===== src/hdl/balance_robot_motor_mixer_defines.svh =====
// Assertion macros for the motor mixer block.
// Define NO_ASSERTIONS to compile every check away.
`ifndef BALANCE_ROBOT_MOTOR_MIXER_DEFINES_SVH
`define BALANCE_ROBOT_MOTOR_MIXER_DEFINES_SVH
`ifndef NO_ASSERTIONS
`define BMM_ASSERT(lbl, clk, rst_n, prop) \
  lbl: assert property (@(posedge clk) disable iff (!rst_n) prop) \
    else $error("%m: assertion failed");
`define BMM_ASSERT_NR(lbl, clk, prop) \
  lbl: assert property (@(posedge clk) prop) \
    else $error("%m: assertion failed");
`else
`define BMM_ASSERT(lbl, clk, rst_n, prop)
`define BMM_ASSERT_NR(lbl, clk, prop)
`endif
`endif


===== src/hdl/bmm_pkg.sv =====
// Shared types and constants of the motor mixer block.
// No dependencies; imported by every module of the block.
package bmm_pkg;

  localparam logic signed [15:0] ANGLE_TARGET_RST     = 16'sd256;
  localparam logic signed [23:0] ANGLE_PROP_GAIN_RST  = 24'sd184320;
  localparam logic signed [23:0] ANGLE_DERIV_GAIN_RST = 24'sd435;
  localparam logic signed [15:0] SPEED_TARGET_RST     = 16'sd0;
  localparam logic signed [23:0] SPEED_PROP_GAIN_RST  = -24'sd35840;
  localparam logic signed [23:0] SPEED_INTEG_GAIN_RST = -24'sd179;
  localparam logic signed [23:0] YAW_DERIV_GAIN_RST   = 24'sd0;

  // ceil(2^22 / 5): exact quotient by five for magnitudes below 2^22
  localparam logic signed [23:0] RECIP5    = 24'sd838861;
  localparam int unsigned        RECIP5_SH = 22;
  localparam logic signed [18:0] SUM_LIMIT = 19'sd10000;

  typedef enum logic [2:0] {
    CFG_ANGLE_TARGET     = 3'd0,
    CFG_ANGLE_PROP_GAIN  = 3'd1,
    CFG_ANGLE_DERIV_GAIN = 3'd2,
    CFG_SPEED_TARGET     = 3'd3,
    CFG_SPEED_PROP_GAIN  = 3'd4,
    CFG_SPEED_INTEG_GAIN = 3'd5,
    CFG_YAW_DERIV_GAIN   = 3'd6
  } cfg_idx_e;

  typedef enum logic [2:0] {
    OP_DIV = 3'd0,
    OP_ANG = 3'd1,
    OP_PIT = 3'd2,
    OP_SPD = 3'd3,
    OP_INT = 3'd4,
    OP_YAW = 3'd5
  } op_e;

  typedef struct packed {
    logic signed [15:0] angle_target;
    logic signed [23:0] angle_prop_gain;
    logic signed [23:0] angle_deriv_gain;
    logic signed [15:0] speed_target;
    logic signed [23:0] speed_prop_gain;
    logic signed [23:0] speed_integ_gain;
    logic signed [23:0] yaw_deriv_gain;
  } cfg_t;

  typedef struct packed {
    logic load_in;
    logic prep;
    logic mul;
    logic post;
    op_e  op;
    logic mix;
    logic load_out;
  } cmd_t;

  typedef struct packed {
    logic out_blocked;
  } sts_t;

endpackage


===== src/hdl/bmm_cfg_regs.sv =====
// Configuration register bank of the motor mixer block.
// Depends on bmm_pkg for the register map and reset values.
module bmm_cfg_regs import bmm_pkg::*; (
  input  logic        clk_i,
  input  logic        rst_ni,
  input  logic        cfg_valid_i,
  output logic        cfg_ready_o,
  input  logic [2:0]  cfg_index_i,
  input  logic [23:0] cfg_data_i,
  output cfg_t        cfg_o
);

  cfg_t cfg_q;

  assign cfg_ready_o = 1'b1;
  assign cfg_o       = cfg_q;

  always_ff @(posedge clk_i or negedge rst_ni) begin
    if (!rst_ni) begin
      cfg_q.angle_target     <= ANGLE_TARGET_RST;
      cfg_q.angle_prop_gain  <= ANGLE_PROP_GAIN_RST;
      cfg_q.angle_deriv_gain <= ANGLE_DERIV_GAIN_RST;
      cfg_q.speed_target     <= SPEED_TARGET_RST;
      cfg_q.speed_prop_gain  <= SPEED_PROP_GAIN_RST;
      cfg_q.speed_integ_gain <= SPEED_INTEG_GAIN_RST;
      cfg_q.yaw_deriv_gain   <= YAW_DERIV_GAIN_RST;
    end else if (cfg_valid_i && cfg_ready_o) begin
      case (cfg_idx_e'(cfg_index_i))
        CFG_ANGLE_TARGET:     cfg_q.angle_target     <= cfg_data_i[15:0];
        CFG_ANGLE_PROP_GAIN:  cfg_q.angle_prop_gain  <= cfg_data_i;
        CFG_ANGLE_DERIV_GAIN: cfg_q.angle_deriv_gain <= cfg_data_i;
        CFG_SPEED_TARGET:     cfg_q.speed_target     <= cfg_data_i[15:0];
        CFG_SPEED_PROP_GAIN:  cfg_q.speed_prop_gain  <= cfg_data_i;
        CFG_SPEED_INTEG_GAIN: cfg_q.speed_integ_gain <= cfg_data_i;
        CFG_YAW_DERIV_GAIN:   cfg_q.yaw_deriv_gain   <= cfg_data_i;
        default: begin
        end
      endcase
    end
  end

endmodule


===== src/hdl/bmm_datapath.sv =====
// Datapath of the motor mixer: speed filter and integral, one shared
// multiplier, term registers and the output register. Depends on bmm_pkg.
`include "balance_robot_motor_mixer_defines.svh"
module bmm_datapath import bmm_pkg::*; (
  input  logic        clk_i,
  input  logic        rst_ni,
  input  cmd_t        cmd_i,
  output sts_t        sts_o,
  input  cfg_t        cfg_i,
  input  logic [15:0] tilt_angle_i,
  input  logic [15:0] pitch_rate_i,
  input  logic [15:0] yaw_rate_i,
  input  logic [15:0] left_count_i,
  input  logic [15:0] right_count_i,
  output logic        out_valid_o,
  input  logic        out_stall_i,
  output logic [15:0] left_drive_o,
  output logic [15:0] right_drive_o
);

  function automatic logic signed [15:0] sat16(input logic signed [42:0] x);
    if (x > 43'sd32767) begin
      return 16'sh7fff;
    end else if (x < -43'sd32768) begin
      return 16'sh8000;
    end else begin
      return x[15:0];
    end
  endfunction

  logic signed [15:0] tilt_q, pitch_q, yaw_q, lcnt_q, rcnt_q;
  logic signed [16:0] diff_q;
  logic        [17:0] num_mag_q;
  logic               num_neg_q;
  logic signed [15:0] filt_q, filt_d;
  logic signed [14:0] sum_q, sum_d;
  logic signed [42:0] prod_q;
  logic signed [15:0] ang_t_q, pit_t_q, spd_t_q, int_t_q, yaw_t_q;
  logic signed [15:0] angle_q, speed_q;
  logic signed [15:0] left_q, right_q;
  logic               out_valid_q, out_valid_d;

  logic signed [17:0] err_w;
  logic signed [18:0] num_w, num_abs_w, sum_w;
  logic signed [16:0] diff_w;
  logic signed [18:0] mul_a;
  logic signed [23:0] mul_b;
  logic signed [42:0] bias_w, biased_w, shifted_w, term_w;
  logic        [20:0] quo_w;
  logic signed [21:0] fq_w;
  logic signed [15:0] term_sat_w;

  // speed error, filter numerator, clamped integral and angle error
  always_comb begin
    err_w     = 18'(cfg_i.speed_target) - (18'(rcnt_q) - 18'(lcnt_q));
    num_w     = 19'(err_w) + (19'(filt_q) <<< 2);
    num_abs_w = num_w[18] ? -num_w : num_w;
    sum_w     = 19'(sum_q) + 19'(err_w);
    diff_w    = 17'(cfg_i.angle_target) - 17'(tilt_q);
    if (sum_w > SUM_LIMIT) begin
      sum_d = SUM_LIMIT[14:0];
    end else if (sum_w < -SUM_LIMIT) begin
      sum_d = 15'(-SUM_LIMIT);
    end else begin
      sum_d = sum_w[14:0];
    end
  end

  // operand select of the shared multiplier
  always_comb begin
    case (cmd_i.op)
      OP_DIV: begin
        mul_a = {1'b0, num_mag_q};
        mul_b = RECIP5;
      end
      OP_ANG: begin
        mul_a = 19'(diff_q);
        mul_b = cfg_i.angle_prop_gain;
      end
      OP_PIT: begin
        mul_a = 19'(pitch_q);
        mul_b = cfg_i.angle_deriv_gain;
      end
      OP_SPD: begin
        mul_a = 19'(filt_q);
        mul_b = cfg_i.speed_prop_gain;
      end
      OP_INT: begin
        mul_a = 19'(sum_q);
        mul_b = cfg_i.speed_integ_gain;
      end
      OP_YAW: begin
        mul_a = 19'(yaw_q);
        mul_b = cfg_i.yaw_deriv_gain;
      end
      default: begin
        mul_a = '0;
        mul_b = '0;
      end
    endcase
  end

  // truncate toward zero, then saturate
  always_comb begin
    if (prod_q[42]) begin
      bias_w = (cmd_i.op == OP_ANG) ? 43'sd65535 : 43'sd255;
    end else begin
      bias_w = '0;
    end
    biased_w  = prod_q + bias_w;
    shifted_w = (cmd_i.op == OP_ANG) ? (biased_w >>> 16) : (biased_w >>> 8);
    quo_w     = prod_q[42:RECIP5_SH];
    fq_w      = num_neg_q ? -$signed({1'b0, quo_w}) : $signed({1'b0, quo_w});
    term_w    = (cmd_i.op == OP_DIV) ? 43'(fq_w) : shifted_w;
    term_sat_w = sat16(term_w);
  end

  always_comb begin
    filt_d = filt_q;
    if (cmd_i.post && (cmd_i.op == OP_DIV)) begin
      filt_d = term_sat_w;
    end
  end

  always_comb begin
    out_valid_d = out_valid_q;
    if (cmd_i.load_out) begin
      out_valid_d = 1'b1;
    end else if (out_valid_q && !out_stall_i) begin
      out_valid_d = 1'b0;
    end
  end

  always_ff @(posedge clk_i or negedge rst_ni) begin
    if (!rst_ni) begin
      filt_q      <= '0;
      sum_q       <= '0;
      out_valid_q <= 1'b0;
    end else begin
      filt_q      <= filt_d;
      out_valid_q <= out_valid_d;
      if (cmd_i.prep) begin
        sum_q <= sum_d;
      end
    end
  end

  always_ff @(posedge clk_i) begin
    if (cmd_i.load_in) begin
      tilt_q  <= tilt_angle_i;
      pitch_q <= pitch_rate_i;
      yaw_q   <= yaw_rate_i;
      lcnt_q  <= left_count_i;
      rcnt_q  <= right_count_i;
    end
    if (cmd_i.prep) begin
      diff_q    <= diff_w;
      num_mag_q <= num_abs_w[17:0];
      num_neg_q <= num_w[18];
    end
    if (cmd_i.mul) begin
      prod_q <= mul_a * mul_b;
    end
    if (cmd_i.post) begin
      case (cmd_i.op)
        OP_ANG:  ang_t_q <= term_sat_w;
        OP_PIT:  pit_t_q <= term_sat_w;
        OP_SPD:  spd_t_q <= term_sat_w;
        OP_INT:  int_t_q <= term_sat_w;
        OP_YAW:  yaw_t_q <= term_sat_w;
        default: begin
        end
      endcase
    end
    if (cmd_i.mix) begin
      angle_q <= sat16(43'(ang_t_q) + 43'(pit_t_q));
      speed_q <= sat16(43'(spd_t_q) + 43'(int_t_q));
    end
    if (cmd_i.load_out) begin
      left_q  <= sat16(43'(angle_q) + 43'(speed_q) + 43'(yaw_t_q));
      right_q <= sat16(43'(angle_q) + 43'(speed_q) - 43'(yaw_t_q));
    end
  end

  assign sts_o.out_blocked = out_valid_q && out_stall_i;
  assign out_valid_o       = out_valid_q;
  assign left_drive_o      = left_q;
  assign right_drive_o     = right_q;

  `BMM_ASSERT(a_sum_in_range, clk_i, rst_ni, (sum_q <= 15'sd10000) && (sum_q >= -15'sd10000))
  `BMM_ASSERT(a_load_shows, clk_i, rst_ni, cmd_i.load_out |=> out_valid_o)

endmodule


===== src/hdl/bmm_ctrl.sv =====
// Sequencer of the motor mixer: steps the shared multiplier through the
// filter quotient and the five gain products. Depends on bmm_pkg.
`include "balance_robot_motor_mixer_defines.svh"
module bmm_ctrl import bmm_pkg::*; (
  input  logic clk_i,
  input  logic rst_ni,
  input  logic in_valid_i,
  output logic in_stall_o,
  input  sts_t sts_i,
  output cmd_t cmd_o
);

  typedef enum logic [5:0] {
    ST_IDLE = 6'b000001,
    ST_PREP = 6'b000010,
    ST_MUL  = 6'b000100,
    ST_POST = 6'b001000,
    ST_MIX  = 6'b010000,
    ST_OUT  = 6'b100000
  } state_e;

  function automatic op_e next_op(input op_e op);
    case (op)
      OP_DIV:  return OP_ANG;
      OP_ANG:  return OP_PIT;
      OP_PIT:  return OP_SPD;
      OP_SPD:  return OP_INT;
      OP_INT:  return OP_YAW;
      default: return OP_DIV;
    endcase
  endfunction

  state_e state_q, state_d;
  op_e    op_q, op_d;

  always_comb begin
    state_d = state_q;
    op_d    = op_q;
    cmd_o   = '0;
    cmd_o.op = op_q;
    case (state_q)
      ST_IDLE: begin
        if (in_valid_i) begin
          cmd_o.load_in = 1'b1;
          state_d       = ST_PREP;
        end
      end
      ST_PREP: begin
        cmd_o.prep = 1'b1;
        op_d       = OP_DIV;
        state_d    = ST_MUL;
      end
      ST_MUL: begin
        cmd_o.mul = 1'b1;
        state_d   = ST_POST;
      end
      ST_POST: begin
        cmd_o.post = 1'b1;
        if (op_q == OP_YAW) begin
          state_d = ST_MIX;
        end else begin
          op_d    = next_op(op_q);
          state_d = ST_MUL;
        end
      end
      ST_MIX: begin
        cmd_o.mix = 1'b1;
        state_d   = ST_OUT;
      end
      ST_OUT: begin
        // hold until the output register is free
        if (!sts_i.out_blocked) begin
          cmd_o.load_out = 1'b1;
          state_d        = ST_IDLE;
        end
      end
      default: begin
        state_d = ST_IDLE;
      end
    endcase
  end

  always_ff @(posedge clk_i or negedge rst_ni) begin
    if (!rst_ni) begin
      state_q <= ST_IDLE;
      op_q    <= OP_DIV;
    end else begin
      state_q <= state_d;
      op_q    <= op_d;
    end
  end

  assign in_stall_o = (state_q != ST_IDLE);

  `BMM_ASSERT(a_accept_prep, clk_i, rst_ni, (in_valid_i && !in_stall_o) |=> (state_q == ST_PREP))
  `BMM_ASSERT(a_load_free, clk_i, rst_ni, cmd_o.load_out |-> !sts_i.out_blocked)
  `BMM_ASSERT(a_yaw_last, clk_i, rst_ni, (cmd_o.post && (cmd_o.op == OP_YAW)) |=> cmd_o.mix)

endmodule


===== src/hdl/balance_robot_motor_mixer.sv =====
// Motor mixer of a two-wheel balancing robot: angle PD, speed PI, turn D.
// Top level; depends on bmm_pkg, bmm_cfg_regs, bmm_ctrl and bmm_datapath.
//
// Input channel (in_valid_i / in_stall_o) takes one control tick: tilt
// angle, pitch and yaw rates and both encoder counts. Output channel
// (out_valid_o / out_stall_i) returns one left/right drive request per
// tick. Config channel writes registers 0..6 by index; unused indices
// are dropped. Write only while the block is idle.
// From input accept to output valid the sequencer runs one prepare step,
// six multiply/scale pairs on the one shared 19x24 multiplier
// (filter quotient by reciprocal, then five gain products), one mix
// step and the output load. A new tick is taken only from idle.
// The output register parts the sides: the next tick is accepted while a
// drive request waits; if it still waits when the next one is ready the
// sequencer holds before the output load.
// Reset clears the speed filter, the integral and all valid flags, and
// loads the default gains.
module balance_robot_motor_mixer import bmm_pkg::*; (
  input  logic        clk_i,
  input  logic        rst_ni,
  input  logic        in_valid_i,
  output logic        in_stall_o,
  input  logic [15:0] tilt_angle_i,
  input  logic [15:0] pitch_rate_i,
  input  logic [15:0] yaw_rate_i,
  input  logic [15:0] left_count_i,
  input  logic [15:0] right_count_i,
  output logic        out_valid_o,
  input  logic        out_stall_i,
  output logic [15:0] left_drive_o,
  output logic [15:0] right_drive_o,
  input  logic        cfg_valid_i,
  output logic        cfg_ready_o,
  input  logic [2:0]  cfg_index_i,
  input  logic [23:0] cfg_data_i
);

  cfg_t cfg;
  cmd_t cmd;
  sts_t sts;

  bmm_cfg_regs u_cfg_regs (
    .clk_i       (clk_i),
    .rst_ni      (rst_ni),
    .cfg_valid_i (cfg_valid_i),
    .cfg_ready_o (cfg_ready_o),
    .cfg_index_i (cfg_index_i),
    .cfg_data_i  (cfg_data_i),
    .cfg_o       (cfg)
  );

  bmm_ctrl u_ctrl (
    .clk_i      (clk_i),
    .rst_ni     (rst_ni),
    .in_valid_i (in_valid_i),
    .in_stall_o (in_stall_o),
    .sts_i      (sts),
    .cmd_o      (cmd)
  );

  bmm_datapath u_datapath (
    .clk_i         (clk_i),
    .rst_ni        (rst_ni),
    .cmd_i         (cmd),
    .sts_o         (sts),
    .cfg_i         (cfg),
    .tilt_angle_i  (tilt_angle_i),
    .pitch_rate_i  (pitch_rate_i),
    .yaw_rate_i    (yaw_rate_i),
    .left_count_i  (left_count_i),
    .right_count_i (right_count_i),
    .out_valid_o   (out_valid_o),
    .out_stall_i   (out_stall_i),
    .left_drive_o  (left_drive_o),
    .right_drive_o (right_drive_o)
  );

endmodule


===== config.mk =====
export PLATFORM = sky130hd
export DESIGN_NAME = balance_robot_motor_mixer
export DESIGN_NICKNAME = d
export VERILOG_FILES = /design/src/hdl/bmm_pkg.sv /design/src/hdl/bmm_cfg_regs.sv /design/src/hdl/bmm_datapath.sv /design/src/hdl/bmm_ctrl.sv /design/src/hdl/balance_robot_motor_mixer.sv
export VERILOG_INCLUDE_DIRS = /design/src /design/src/hdl
export SDC_FILE = /design/constraint.sdc
export NUM_CORES = 2
export LEC_CHECK = 0
export CORE_MARGIN = 8
export CORE_UTILIZATION = 35
export CTS_BUF_LIST = sky130_fd_sc_hd__clkbuf_4 sky130_fd_sc_hd__clkbuf_8
export DETAILED_ROUTE_END_ITERATION = 7
export DONT_BUFFER_PORTS = 1
export HOLD_SLACK_MARGIN = 0.02
export SYNTH_ARGS = -nofsm -noshare
export SYNTH_HDL_FRONTEND = slang
export SYNTH_SLANG_ARGS = --single-unit
export TNS_END_PERCENT = 50

===== constraint.sdc =====
create_clock -name clk_i -period 11.55 [get_ports clk_i]
set_input_delay 0 -clock clk_i [delete_from_list [all_inputs] [get_ports clk_i]]
set_output_delay 0 -clock clk_i [all_outputs]
set_load 0.05 [all_outputs]

==> summary.md <==
| Metric | Value |
|---|---|
| Outcome | complete, no violations |
| Number of DRC markers in iteration 0 | 2855 |
| Crit path DAT | 10520 ps |
| Site Rows | 131 |
| Core Area | 127000 µm² |
| Via density | 5.23 |
| Antenna-violating nets left | 0 |
| Worst Clk Skew | 54.5 ps |
| Reg2reg start | u_ctrl.op_q[1]$_DFFE_PN0P_ |
| Place WS | 1670 ps |
| Buffer count from post-CTS setup fixing | 0 |
| Mapped cell area | 44600 µm² |
| Fraction of registers with async set/reset | 0.389 |
| Share of cells above drive strength 1 | 0.109 |
| Routability cong. | 0.916 |
| Synth top area cells | fa_1 (21%), edfxtp_1 (20%), dfrtp_1 (8.4%) |
| Syn_nets | 5255 |
| GRT Resource Usage Total | 0.186 |
| TritonCTS clock tree | done |
| Final hold violations | 0 |
| Num Clock Sinks | 496 |
| First-pass GRT wire length | 203000 µm |
| Worst hold start | cfg_data_i[16] |
| Minimum clock period | 10040 ps |
| Worst Hold Class | in -> reg |
| CTS buffer count | 86 |
| Rel. slew slack | 0.0102 |
| Crit Path Max Fanout | 21 |
| Gate Count Post-Synth | 4374 |
| Reg2reg path depth | 31 |
| Required time worst endpoint | 12030 ps |
| DP HPWL | 101000 µm |
| Top cell type's share of synthesized area | 0.215 |
| Vias in the first global route | 34006 |
| Layout area overhead | 13.5% |
| Hold_buf cts | 203 |
| # resized after CTS | 0 |
| Max clock buf depth | 3 |
| Top-count cell post-synth | inv_1 |
| Vias | 32971 |
| Final net count | 5442 |
| DIE AREA | 139000 µm² |
| DP Cell Count | 5932 |
| Non-filler cells, final | 6301 |
| R2R Path End | u_datapath.prod_q[41]$_DFFE_PP_ |
| Aggregate global routing overflow | 0 |
| Clock-pin slew on the worst setup and hold paths | 60 ps |
| Later-pin clock latency in the skew report | 760 ps |
| Crit Path Class | reg -> reg |
| Synth area leader | fa_1 |
| Period utilization | 0.869 |
| Max frequency | 99.6 MHz |
| Num ports | 147 |
| Post-synthesis cell type count | 99 |
| Post-synth EDFFs | 303 |
| Critical-path top delay cell | nor2_1 |
| Syn_area_per_cell | 10.2 µm² |
| PortBufs | 0 |
| Final setup viols | 0 |
| Crit path from | u_ctrl.op_q[1]$_DFFE_PN0P_ |
| Hold Path Cell Cnt | 2 |
| Antenna violations before repair | 5 |
| Most Frequent Cell on Critical Path | fa_1 |
| Worst setup margin | 1510 ps |
| Final max-slew violation count | 0 |
| Largest net degree at the start of global routing | 159 |
| Initial Util | 0.351 |
| Die width | 373 µm |
| Yosys warns | 0 |
| TritonRoute pass-1 iters | 6 |
| Total Wirelength | 132000 µm |
| Total of max-cap violations | 0 |
| Register-to-register setup slack | 1510 ps |
| Top post-synthesis cells by count | inv_1 (683), fa_1 (479), nand2_1 (415) |
| Worst setup EP type | flop |
| Drt wl/cell | 20.9 µm |
| Worst slew pin tran | 1480 ps |
| CTS root buffer | clkbuf_8 |
| Die H | 373 µm |
| Total negative slack | 0 ps |
| Filler cells | 12262 |
| Hold path endpoint | u_cfg_regs.cfg_o[16]$_DFFE_PN0P_ |
| Residual DRC | 0 |
| RSZ-0062 raised after global routing | false |
| FF+latch count, synth | 496 |
| Critical path's largest stage delay | 740 ps |
| Sequential share of the synthesized area | 0.313 |
| Crit start category | flop |
| Number of H-tree levels | 3 |
| Top FF cell, synth | edfxtp_1 |
[per-layer routing]
layer  routed length, µm  GRT usage  share of wire  vias up
li1                    -          -              -    15024
met1               54500      0.238           0.41    16495
met2               62900      0.315           0.48     1204
met3               10300     0.0412          0.078      246
met4                4080     0.0572          0.031        2
met5                  13          0       0.000099        -
[state kept, by name (all words and copies together) (netlist names), 16 cells and up]
| name | flops |
|---|---|
| u_cfg_regs.cfg_o | 152 |
| u_datapath.ang_t_q | 16 |
| u_datapath.angle_q | 16 |
| u_datapath.diff_q | 17 |
| u_datapath.filt_q | 16 |
| u_datapath.int_t_q | 16 |
| u_datapath.lcnt_q | 16 |
| u_datapath.left_drive_o | 16 |
| u_datapath.num_mag_q | 18 |
| u_datapath.pit_t_q | 16 |
| u_datapath.pitch_q | 16 |
| u_datapath.prod_q | 43 |
| u_datapath.rcnt_q | 16 |
| u_datapath.right_drive_o | 16 |
| u_datapath.spd_t_q | 16 |
| u_datapath.speed_q | 16 |
| u_datapath.tilt_q | 16 |
| u_datapath.yaw_q | 16 |
| u_datapath.yaw_t_q | 16 |
[worst max-delay path, delay by kind of cell (launching register included)]
family,cells,cell delay (ps)
buf+inv,5,1230
flops,1,370
fa+ha+maj,8,3980
xor+xnor,1,150
simple gates,7,1700
compound gates,10,2310
[logic make-up after synthesis]
group / after synthesis / share of synthesized area
and+or+nand+nor: 1094 / 0.112
DFF: 496 / 0.313
buffers and inverters: 852 / 0.0727
other: 1 / 0.0000841
AOI/OAI and AO/OA: 742 / 0.112
muxes: 198 / 0.0491
adders and majority gates: 771 / 0.297
xor gates and xnor gates: 220 / 0.0434
[through the flow]
stage / utilization / area (µm²) / hold WS, ps
after CTS: 0.398 / 50600 / 51.0
after global routing: 0.398 / 50600 / 76.4
after global placement: 0.367 / 46600 / -289
after floorplan: - / 44600 / -296
final: 0.399 / 50600 / 126
after detailed placement: 0.367 / 46600 / -289
[area by class of cell]
class | count | area [µm²] | area share
Antenna cell | 5 | 12.5 | 0.000247
Clock buffer | 122 | 1520 | 0.0301
Clock inverter | 39 | 402 | 0.00793
Inverter | 685 | 2570 | 0.0508
Multi-Input combinational cell | 3026 | 27500 | 0.544
Sequential cell | 496 | 14000 | 0.276
Tap cell | 1662 | 2080 | 0.0411
Timing Repair Buffer | 266 | 2530 | 0.0500
[placed cells by master (no fill, tap or decap), drive strengths merged, types with 69 or more instances in the layout]
master,instances
a21oi,184
clkbuf,122
dfrtp,149
dlygate4sd3,201
edfxtp,303
fa,479
ha,290
inv,687
mux2,165
nand2,415
nor2,322
nor3,69
o21ai,149
xnor2,154
[worst max path at each step]
| stage | endpoint | slack [ps] | cells after the start |
|---|---|---|---|
| finish | u_datapath.prod_q[41]$_DFFE_PP_ | 1510 | 31 |
| floorplan | u_datapath.prod_q[39]$_DFFE_PP_ | 3020 | 29 |
| CTS | u_datapath.prod_q[39]$_DFFE_PP_ | 1660 | 31 |
| global route | u_datapath.prod_q[39]$_DFFE_PP_ | 900 | 31 |
| global placement | u_datapath.prod_q[39]$_DFFE_PP_ | 1860 | 29 |
| detailed placement | u_datapath.prod_q[39]$_DFFE_PP_ | 1670 | 31 |
Power is left out: the tool's default activity adds up to more than one toggle a clock period on the data nets, which glitch-free logic cannot reach.
